$ cat src/rtl/next_fit_heap_allocator_macros.svh
// Assertion macros for the heap allocator
`ifndef NEXT_FIT_HEAP_ALLOCATOR_MACROS_SVH
`define NEXT_FIT_HEAP_ALLOCATOR_MACROS_SVH
`define NFH_ASSERT_IMP(label, clk, rst_n, a, c, msg) \
    label: assert property (@(posedge clk) disable iff (!rst_n) (a) |-> (c)) else $error(msg);
`define NFH_ASSERT_NEXT(label, clk, rst_n, a, c, msg) \
    label: assert property (@(posedge clk) disable iff (!rst_n) (a) |=> (c)) else $error(msg);
`endif

$ cat src/rtl/nfh_pkg.sv
// Shared types and constants of the heap allocator
`default_nettype none
package nfh_pkg;
    localparam int MaxBlocks = 64;
    localparam int HeapBytes = 4096;
    localparam int HdrBytes  = 8;
    localparam int OffW = 13;
    localparam int IdxW = 6;

    localparam logic [2:0] ST_OK      = 3'd0;
    localparam logic [2:0] ST_NO_ROOM = 3'd1;
    localparam logic [2:0] ST_NO_GAP  = 3'd2;
    localparam logic [2:0] ST_FULL    = 3'd3;
    localparam logic [2:0] ST_UNKNOWN = 3'd4;

    localparam logic REQ_ALLOC = 1'b0;
    localparam logic REQ_FREE  = 1'b1;

    localparam logic CFG_BASE = 1'b0;
    localparam logic CFG_LEN  = 1'b1;

    typedef enum logic [1:0] {S_IDLE, S_EVAL, S_SHIFT, S_OUT} state_t;

    typedef struct packed {
        logic        req_type;
        logic [15:0] alloc_size;
        logic [31:0] payload_addr;
    } req_t;

    typedef struct packed {
        logic [2:0]  status;
        logic [31:0] result_addr;
        logic [12:0] used_bytes;
        logic [6:0]  block_count;
        logic [12:0] free_bytes;
    } rsp_t;

    // chain command, broadcast to all cells
    typedef struct packed {
        logic           ins;      // new entry at sel, cells after take left
        logic           del;      // cells at or after sel take right neighbour
        logic [IdxW-1:0] sel;
        logic [OffW-1:0] new_off;
        logic [OffW-1:0] new_len;
    } cmd_t;
endpackage
`default_nettype wire

$ cat src/rtl/nfh_cell.sv
// One table cell: offset and length of one block, shifts with neighbours
`default_nettype none
module nfh_cell (
    input  wire logic            clk,
    input  wire logic [5:0]      pos,
    input  wire nfh_pkg::cmd_t   cmd,
    input  wire logic [12:0]     left_off,
    input  wire logic [12:0]     left_len,
    input  wire logic [12:0]     right_off,
    input  wire logic [12:0]     right_len,
    output logic [12:0]          off,
    output logic [12:0]          len
);
    logic [12:0] off_reg, len_reg;

    always_ff @(posedge clk)
    begin
        if (cmd.ins && pos == cmd.sel)
        begin
            off_reg <= cmd.new_off;
            len_reg <= cmd.new_len;
        end
        else if (cmd.ins && pos > cmd.sel)
        begin
            off_reg <= left_off;
            len_reg <= left_len;
        end
        else if (cmd.del && pos >= cmd.sel)
        begin
            off_reg <= right_off;
            len_reg <= right_len;
        end
    end

    assign off = off_reg;
    assign len = len_reg;
endmodule
`default_nettype wire

$ cat config.mk
export PLATFORM = sky130hd
export DESIGN_NAME = nfh_cell
export DESIGN_NICKNAME = d
export VERILOG_FILES = /design/src/rtl/next_fit_heap_allocator_macros.svh /design/src/rtl/nfh_pkg.sv /design/src/rtl/nfh_cell.sv
export SDC_FILE = /design/constraint.sdc
export NUM_CORES = 1
export LEC_CHECK = 0
export ABC_AREA = 1
export BUFFER_PORTS_ARGS = -buffer_cell sky130_fd_sc_hd__buf_2
export CAP_MARGIN = 40
export CORE_AREA = 2 2 72 74
export CTS_CLUSTER_SIZE = 20
export DETAILED_ROUTE_END_ITERATION = 8
export DIE_AREA = 0 0 74 76
export PLACE_DENSITY = 0.74
export SYNTH_ARGS = -nofsm -noshare
export SYNTH_HDL_FRONTEND = slang
export SYNTH_SLANG_ARGS = --single-unit
$ cat constraint.sdc
create_clock -name clk -period 3 [get_ports clk]
set_clock_uncertainty 0.05 [all_clocks]
set_input_delay 0.15 -clock clk [delete_from_list [all_inputs] [get_ports clk]]
set_output_delay 0.15 -clock clk [all_outputs]
set_load 0.02 [all_outputs]
# Yosys cells after proc, flatten, opt, wreduce, memory -nomap -nowiden

Cells that the tools add are included.

Equality and inequality tests: 1
Reduce and logical (&&, ||, !) cells: 4
Magnitude comparators: 2
Multiplexer cells: 6

Operators by type and width:

| kind              | number |
|---|---|
| $mux 13           | 6 |
| $eq 6x6->1        | 1 |
| $ge 6x6->1        | 1 |
| $gt 6x6->1        | 1 |
| $logic_and 1x1->1 | 3 |
| $reduce_bool 3->1 | 1 |

Bits of input ports: 93
Output and inout bits: 26
Flip-flop bits (word level): 26
Word-level logic and storage cells: 15

# Depth between registers and ports, before layout

Gate-level depths: netlist of run 1.

Depth after elaboration: 5
Gate-level depth with buffers: 12
Mapped depth without buffers: 11

# Worst setup path before layout of run 1

No wires, ideal clock.

Path kind: in2reg
Start point: input port cmd[31] (netlist bit)
End point: register len_reg[0] (netlist: len[0]) (enable)
Data arrival time: 1636 ps
Path buffers: 1
Setup time: 381 ps
Cell stages on the path: 9
Setup slack: 933 ps
Required time: 2569 ps
Cell sequence: inv_1 > ha_1 > nand2_1 > nor2_4 > nand2_2 > nand3_4 > buf_4 > o22ai_1 > inv_1

Longest elaborated chain between the ends: 3
Elaborated cells between the ends (all ways): 7
Those cells by class: 2 x order compare; 1 x eq/ne; 4 x reduce/logical

Ends and longest elaborated chain:

| item                                        | RTL line                                       | text |
|---|---|---|
| from (decl)                                 | nfh_cell.sv:6                                  | `input wire nfh_pkg::cmd_t cmd,` |
| $gt 6x6->1 (tied with other cells)          | nfh_cell.sv:23                                 | `else if (cmd.ins && pos > cmd.sel)` |
| $logic_and 1x1->1, on equally long branches | nfh_cell.sv:23, nfh_cell.sv:18, nfh_cell.sv:28 |  |
| $reduce_bool 3->1 (no source line) (*)      | --                                             |  |
| to (signal assigned)                        | nfh_cell.sv:21                                 | `len_reg <= cmd.new_len;` |
| to (signal assigned)                        | nfh_cell.sv:26                                 | `len_reg <= left_len;` |
| to (signal assigned)                        | nfh_cell.sv:31                                 | `len_reg <= right_len;` |
| to (decl)                                   | nfh_cell.sv:14                                 | `logic [12:0] off_reg, len_reg;` |

Every way passes the cells marked *; elsewhere a longest branch is shown, timed or not.
A chain may end at the register's enable or synchronous reset.

# Worst setup path in the final report of run 1

Start point: input port cmd[31] (netlist bit)
End point: register len_reg[6] (netlist: len[6]) (enable)

Same word-level chain as after synthesis.

==> impl_results.md, run 1 <==
- Status: finished, final reports clean
- Crit Path Class: input pin to register
- Seq cells post-synth: 26
- Seq pwr share: 43.6%
- Post-synth top area cell: edfxtp_1
- Overall Global Routing Usage: 16.3%
- RSZ-0062 raised after global routing: false
- P_int: 0.788 mW
- Place WS: 758 ps
- Lkg Pwr: 1.54 nW
- Grt total ovfl: 0
- Largest family of logic cells by synthesized area: simple AND/OR/NAND/NOR gates
- Initial drt markers: 60
- CP endpoint kind: register
- Final worst slack: 1070 ps
- Hpwl dp: 3.45 mm
- Post-synthesis compound-gate area fraction: 1.49%
- Number of port buffers: 118
- CTS Buf Count: 3
- Die width: 74 um
- CTS tree: done
- Warnings, synthesis: 0
- Switching Power: 0.343 mW
- Post-CTS Hold Buffers: 0
- First-pass detailed-route iteration total: 4
- Site Rows: 26
- Syn avg cell area: 7.24 sq um
- Vias per std cell: 4.51
- First-pass GRT wire length: 7.45 mm
- Slew HR: 49.9%
- Core ar.: 4910 sq um
- PD cells: 444 nW/um^2
- # diodes: 0
- Area Overhead vs Synth: 37.5%
- Fin. Hold Viols: 0
- Comb power frac: 31.2%
- Io pins: 119
- Distinct cells, synth: 17
- Clk network pwr share: 25.2%
- Max Fclk: 517 MHz
- Max FO, Critical Path: 28
- IR Drop Worst-Case VDD: 0.000183 V
- Post-CTS Setup Bufs: 0
- Slew Limit Fails: 0
- Max-Cap Viols: 0
- Area share of the largest cell type after synthesis: 42.1%
- Pin count of the biggest net entering global routing: 29
- Vias in the first global route: 1832
- Worst Hold Class: input pin to register
- CP startpoint kind: input pin
- Synthesized area: 1850 sq um
- Sw frac: 30.3%
- Clock Pin Slew Worst Setup and Hold Paths: 90 ps
- Commonest non-fill, non-tap cells in the layout: buf_2 (118), nand2_1 (87), inv_1 (64)
- Synth Area in Simple Gates: 34.8%
- DIE AREA: 5620 sq um
- Mux cell area share after synthesis: 0%
- Syn nets: 355
- Clock Path Buffers: 2
- Final ANT Viol Nets: 0
- Gate Count Post-Synth: 256
- Post-synthesis sequential area ratio: 42.1%
- Root Buffer: clkbuf_8
- # clock sinks: 26
- Initial core utilization: 37.7%
- Share of cells above drive strength 1: 35.8%
- Detailed Route WL: 4.58 mm
- Final setup vio count: 0
- Slew @ Worst Pin: 750 ps
- Wirelength per Cell: 10.4 um
- Drc violations: 0
- XOR/XNOR Fraction of Synth Area: 0%
- Final net count: 469
- H-tree Lvls: 1
- Util after Layout: 51.9%
- Number of antenna violations at the first check in global routing: 0
- Total negative setup slack: 0 ps
- Most common cell after layout, fill and taps aside: buf_2
- Minimum clock period: 1930 ps
- Synth area leaders: edfxtp_1 (42%), nand2_1 (18%), nand3_1 (14%)
- DIE HEIGHT: 76 um
- Adder-Cell Fraction of Synth Area: 4.05%
- Period utilisation layout: 64.5%
- Post-CTS sizing: 0
- Gp weighted congestion: 0.771
- Via count: 1980
- Critical path required time: 2930 ps
- Critical Path AT: 1870 ps
[synth_stat cells, drive strengths merged]
cell    count
inv        67
nand2      90
nor2        1
buf        10
edfxtp     26
nand3      53
a21oi       2
ha          6
o22ai       1
[layout make-up]
class,count,area [sq um]
well taps,70,87.6
clock inverters,1,30.0
repair buffers,119,611
multi-input cells,153,747
flip-flops and latches,26,781
fillers,504,2360
inverters,67,251
clock buffers,3,41.3
[kinds of logic after synthesis]
family          after synthesis
simple gates                144
compound gates                3
buf+inv                      77
fa+ha+maj                     6
flops                        26
[per-stage QoR]
stage | total power, mW | cells | instance area, sq um | hold WS (ps)
3_3_place_gp | 0.852 | 435 | 2480 | 377
2_1_floorplan | 0.718 | 256 | 1850 | 286
5_1_grt | 1.19 | 439 | 2550 | 109
4_1_cts | 1.14 | 439 | 2550 | 96.0
6_report | 1.13 | 439 | 2550 | 99.2
3_5_place_dp | 0.858 | 435 | 2480 | 377
[worst max-delay path, cell delays in order]
cell     delay, ps
buf_2           70
inv_1           40
ha_1           300
nand2_1        110
nor2_4         170
nand2_2         80
nand3_4        250
o22ai_1        110
inv_1          370
buf_12         210
[worst paths after layout]
check / startpoint / endpoint / slack, ps / cells past startpoint
max: cmd[31] / len[6] / 1070 / 10
min: cmd[12] / len[12] / 100 / 3
[routing by layer]
metal / vias up / GRT usage (%) / share of wire [%]
met3: 8 / 2.51 / 7.3
met4: 0 / 6.18 / 1.7
met1: 885 / 17.4 / 38
met5: - / 0 / 0
li1: 1008 / - / -
met2: 79 / 30.9 / 52
[power groups by stage]
stage,logic (mW),registers (mW),clock network [mW]
floorplan,0.137,0.581,0
global placement,0.350,0.503,0
detailed placement,0.356,0.502,0
CTS,0.357,0.494,0.287
global route,0.394,0.500,0.300
finish,0.352,0.493,0.285
Power figures use the tool's default switching activity.
==> inputs of run 2 (changes only) <==
==> constraint.sdc (replaced) <==
create_clock -name clk -period 2 [get_ports clk]
set_clock_uncertainty 0.05 [all_clocks]
set_input_delay 0.1 -clock clk [delete_from_list [all_inputs] [get_ports clk]]
set_output_delay 0.1 -clock clk [all_outputs]
set_load 0.02 [all_outputs]
==> run 2 against run 1 <==
Against the previous run:
- sequential share of layout area down 0.42 points
- die area unchanged
- combinational power is 54% higher
- flip-flop and latch count stayed put
- worst hold slack worse by 49 ps
==> impl_results.md, run 2 (synthesis gave the netlist of run 1 again) <==
- Worst Path Buf+Inv: 4 (unchanged)
- Pin count of the biggest net entering global routing: 27 (-6.9%)
- Area Overhead vs Synth: 39.4%
- IR Drop Worst-Case VDD: 0.000334 V (+83%)
- Crit-path slowest cell: inv_2
- Slew Limit Fails: 0 (unchanged)
- Critical Path AT: 1620 ps (-250 ps)
- Wirelength per Cell: 10.5 um (+0.21%)
- Io pins: 119 (unchanged)
- CTS Buf Count: 3 (unchanged)
- Overall Global Routing Usage: 16.7% (+0.40 points)
- Max FO, Critical Path: 26 (-7.1%)
- Status: finished, final reports clean
- H-tree Lvls: 1 (unchanged)
- Number of port buffers: 118 (unchanged)
- CP dominant cell by count: nand2_1
- Via count: 1953 (-1.4%)
- Clock Pin Slew Worst Setup and Hold Paths: 90 ps (about the same)
- First-pass detailed-route iteration total: 4 (unchanged)
- Total negative setup slack: 0 ps (unchanged)
- Max Fclk: 653 MHz
- CP Cell Sequence: buf_2 > inv_1 > ha_1 > nand2_1 > nor2_4 > nand2_1 > inv_2 > nand2_4 > inv_2 > nand2_1 > nand2_1
- Slew @ Worst Pin: 436 ps (-314 ps)
- CTS tree: done
- RSZ-0062 raised after global routing: false
- Root Buffer: clkbuf_8
- Gp weighted congestion: 0.718 (-6.9%)
- First-pass GRT wire length: 7.53 mm (+1.0%)
- Grt total ovfl: 0 (unchanged)
- Critical path required time: 2090 ps (-840 ps)
- Worst Hold Class: input pin to register
- Share of cells above drive strength 1: 37.2% (+1.4 points)
- Hold path start: cmd[12]
- Period utilisation layout: 76.5%
- Slowest cell delay on critical path: 360 ps (about the same)
- Fill count: 475 (-5.8%)
- Worst Setup SP: cmd[31]
- CP delay by family, top: simple AND/OR/NAND/NOR gates
- DIE HEIGHT: 76 um (unchanged)
- Site Rows: 26 (unchanged)
- Vias per std cell: 4.40 (-2.5%)
- PD cells: 660 nW/um^2 (+49%)
- Core ar.: 4910 sq um (unchanged)
- Slew HR: 70.9% (+21 points)
- Drc violations: 0 (unchanged)
- Die width: 74 um (unchanged)
- Lkg Pwr: 1.55 nW (+1.1%)
- Crit Path Class: input pin to register
- Post-CTS Hold Buffers: 0 (unchanged)
- Clock Path Buffers: 2 (unchanged)
- Initial drt markers: 92 (+53%)
- CP startpoint kind: input pin
- Final setup vio count: 0 (unchanged)
- # diodes: 0 (unchanged)
- # clock sinks: 26 (unchanged)
- Final ANT Viol Nets: 0 (unchanged)
- Number of antenna violations at the first check in global routing: 0 (unchanged)
- Max-Cap Viols: 0 (unchanged)
- DIE AREA: 5620 sq um (unchanged)
- Detailed Route WL: 4.64 mm (+1.4%)
- Minimum clock period: 1530 ps
- Commonest non-fill, non-tap cells in the layout: buf_2 (118), nand2_1 (87), inv_1 (63)
- Hpwl dp: 3.66 mm (+6.1%)
- Post-CTS sizing: 0 (unchanged)
- Most common cell after layout, fill and taps aside: buf_2
- Final net count: 474 (+1.1%)
- Util after Layout: 52.6% (+0.71 points)
- Post-CTS Setup Bufs: 0 (unchanged)
- Initial core utilization: 37.7% (unchanged)
- Fin. Hold Viols: 0 (unchanged)
- Vias in the first global route: 1790 (-2.3%)
- Hold WS: 49.8 ps (-49.4 ps)
- CP endpoint kind: register
## run 2: through the flow
| step | std cells | setup WS (ps) | instance area [sq um] | power (mW) |
|---|---|---|---|---|
| 2_1_floorplan | 256 | 82.3 | 1860 | 1.08 |
| 3_3_place_gp | 440 | 191 | 2510 | 1.29 |
| 3_5_place_dp | 440 | 188 | 2510 | 1.29 |
| 4_1_cts | 444 | 473 | 2580 | 1.72 |
| 5_1_grt | 444 | 290 | 2580 | 1.80 |
| 6_report | 444 | 470 | 2580 | 1.71 |
## run 2: cell type report
| class | count | area, sq um | area share [%] |
|---|---|---|---|
| well taps | 70 | 87.6 | 3.39 |
| multi-input cells | 153 | 753 | 29.2 |
| flip-flops and latches | 26 | 781 | 30.2 |
| repair buffers | 124 | 636 | 24.6 |
| clock buffers | 3 | 41.3 | 1.60 |
| inverters | 67 | 255 | 9.88 |
| clock inverters | 1 | 30.0 | 1.16 |
## run 2: report_power, final
part | switching (mW) | leakage (nW) | internal [mW]
logic | 0.335 | 1.27 | 0.205
registers | 0.0228 | 0.249 | 0.715
clock network | 0.161 | 0.0357 | 0.267
total | 0.519 | 1.55 | 1.19
## run 2: per-layer routing
| metal | share of wire, % | GRT usage [%] |
|---|---|---|
| met1 | 44 | 20.4 |
| met2 | 48 | 29.6 |
| met3 | 6.4 | 1.59 |
| met4 | 1.9 | 6.18 |
| met5 | 0 | 0 |
## run 2: final timing paths
| check | cells after the start | slack (ps) | endpoint |
|---|---|---|---|
| worst max-delay path | 11 | 470 | len[10] |
| worst min-delay path | 3 | 50 | len[12] |
==> inputs of run 3 (changes only) <==
==> constraint.sdc (replaced) <==
create_clock -name clk -period 1.5 [get_ports clk]
set_clock_uncertainty 0.05 [all_clocks]
set_input_delay 0.075 -clock clk [delete_from_list [all_inputs] [get_ports clk]]
set_output_delay 0.075 -clock clk [all_outputs]
set_load 0.02 [all_outputs]
==> run 3 against run 2 <==
Against the previous run:
- sequential power rose by 33%
- sequential share of layout area fell by 2.8 points
- clock power rose by 33%
==> impl_results.md, run 3 (synthesis gave the netlist of run 1 again) <==
- Max-Cap Viols: 0 (unchanged)
- Crit-path slowest cell: ha_4
- RSZ-0062 raised after global routing: true
- Die width: 74 um (unchanged)
- Place WS: -207 ps (-395 ps)
- Clock Path Buffers: 2 (unchanged)
- Initial drt markers: 57 (-38%)
- DIE AREA: 5620 sq um (unchanged)
- WP depth: 11 (unchanged)
- Share of cells above drive strength 1: 42.4% (+5.3 points)
- Post-CTS sizing: 0 (unchanged)
- CTS tree: done
- Vias in the first global route: 1856 (+3.7%)
- Status: finished, final reports clean
- Site Rows: 26 (unchanged)
- CP Cell Sequence: buf_2 > inv_12 > ha_4 > nand2_4 > nor2_4 > nand2_2 > nand3_4 > buf_4 > nand3_1 > nand3_1 > nand2_1
- Overall Global Routing Usage: 17.1% (+0.35 points)
- CP endpoint kind: register
- First-pass GRT wire length: 7.69 mm (+2.1%)
- CP startpoint kind: input pin
- Number of port buffers: 118 (unchanged)
- Worst Hold Class: input pin to register
- CTS Buf Count: 3 (unchanged)
- Clock Pin Slew Worst Setup and Hold Paths: 90 ps (about the same)
- Initial core utilization: 37.7% (unchanged)
- Post-Place Cells: 450 (+2.3%)
- Root Buffer: clkbuf_8
- Slowest cell delay on critical path: 280 ps (-80 ps)
- Critical Path AT: 1380 ps (-240 ps)
- Drc violations: 0 (unchanged)
- Detailed Route WL: 4.75 mm (+2.4%)
- PD cells: 836 nW/um^2 (+27%)
- Hpwl dp: 3.99 mm (+8.9%)
- Critical path required time: 1480 ps (-610 ps)
- IR Drop Worst-Case VDD: 0.000472 V (+41%)
- Util after Layout: 58.0% (+5.4 points)
- Hold path depth: 3 (unchanged)
- Max Fclk: 712 MHz
- Fin. Hold Viols: 0 (unchanged)
- Post-CTS Hold Buffers: 0 (unchanged)
- # diodes: 0 (unchanged)
- Minimum clock period: 1410 ps
- Gp weighted congestion: 0.834 (+16%)
- First-pass detailed-route iteration total: 6 (+2)
- Fill count: 461 (-2.9%)
- # clock sinks: 26 (unchanged)
- Most common cell after layout, fill and taps aside: buf_2
- H-tree Lvls: 1 (unchanged)
- Vias per std cell: 4.45 (+1.3%)
- Final ANT Viol Nets: 0 (unchanged)
- Lkg Pwr: 1.64 nW (+5.8%)
- Final worst slack: 94.9 ps (-375 ps)
- Slew HR: 88.5% (+18 points)
- Core ar.: 4910 sq um (unchanged)
- Number of antenna violations at the first check in global routing: 0 (unchanged)
- Wirelength per Cell: 10.5 um (+0.18%)
- Placed instance area: 2780 sq um (+11%)
- Crit Path Class: input pin to register
- Total negative setup slack: 0 ps (unchanged)
- Commonest non-fill, non-tap cells in the layout: buf_2 (118), nand2_1 (84), inv_1 (58)
- Period utilisation layout: 93.7%
- DIE HEIGHT: 76 um (unchanged)
- Slew @ Worst Pin: 171 ps (-264 ps)
- Io pins: 119 (unchanged)
- CP dominant cell by count: nand3_1
- Area Overhead vs Synth: 53.7%
- Max FO, Critical Path: 12 (-54%)
- Finished Layout Cells: 454 (+2.3%)
- CP delay by family, top: simple AND/OR/NAND/NOR gates
- Grt total ovfl: 0 (unchanged)
- Via count: 2022 (+3.5%)
- Pin count of the biggest net entering global routing: 16 (-41%)
- Worst Path Buf+Inv: 3 (-1)
- Final instance area: 2850 sq um (+10%)
- Final net count: 484 (+2.1%)
- Slew Limit Fails: 0 (unchanged)
- Final setup vio count: 0 (unchanged)
## run 3: changes by cell type in the layout (fill, tap and decap cells not counted), moves of 2 or more
cell | before | now
buf_4 | 6 | 10
ha_4 | 0 | 5
nand2_1 | 87 | 84
inv_2 | 3 | 6
buf_12 | 0 | 6
inv_1 | 63 | 58
nand2_4 | 2 | 4
ha_1 | 6 | 1
## run 3: area by class of cell
class	instances	area [sq um]	share of cell area (%)
clock inverter	1	30.0	1.05
inverter	67	270	9.49
multi-input combinational	153	852	29.9
sequential	26	781	27.4
timing repair buffer	134	786	27.6
tap	70	87.6	3.08
clock buffer	3	41.3	1.45
## run 3: worst min-delay path, cell delays in order
cell	delay (ps)
buf_2	70
nand2_1	40
nand2_1	50
## run 3: layer usage
metal | part of all wire (%) | vias to the layer above | global-route usage [%]
met4 | 0.93 | 0 | 4.55
met2 | 53 | 90 | 32.1
li1 | - | 1039 | -
met1 | 40 | 889 | 19.8
met5 | 0 | - | 0
met3 | 6.8 | 4 | 1.85
## run 3: final timing paths
kind	from	slack [ps]	endpoint
setup / recovery	cmd[31]	90	off[5]
hold / removal	cmd[21]	30	off[8]
## run 3: power breakdown
| group | total [mW] | switching [mW] | internal, mW |
|---|---|---|---|
| Clock | 0.570 | 0.213 | 0.357 |
| Combinational | 0.829 | 0.480 | 0.349 |
| Sequential | 0.982 | 0.0297 | 0.953 |
## run 3: through the flow
stage                     hold slack, ps  power, mW
after floorplan                      211       1.49
after global placement               297       1.82
after detailed placement             300       1.84
after CTS                           26.5       2.40
after global routing                22.7       2.52
final                               30.8       2.38
## run 3: what timing repair did
| action | 4_1_cts | 5_1_grt |
|---|---|---|
| setup buffers | 0 | 0 |
| endpoints found under the setup margin | 0 | 4 |
| hold endpoints to repair | 0 | 0 |
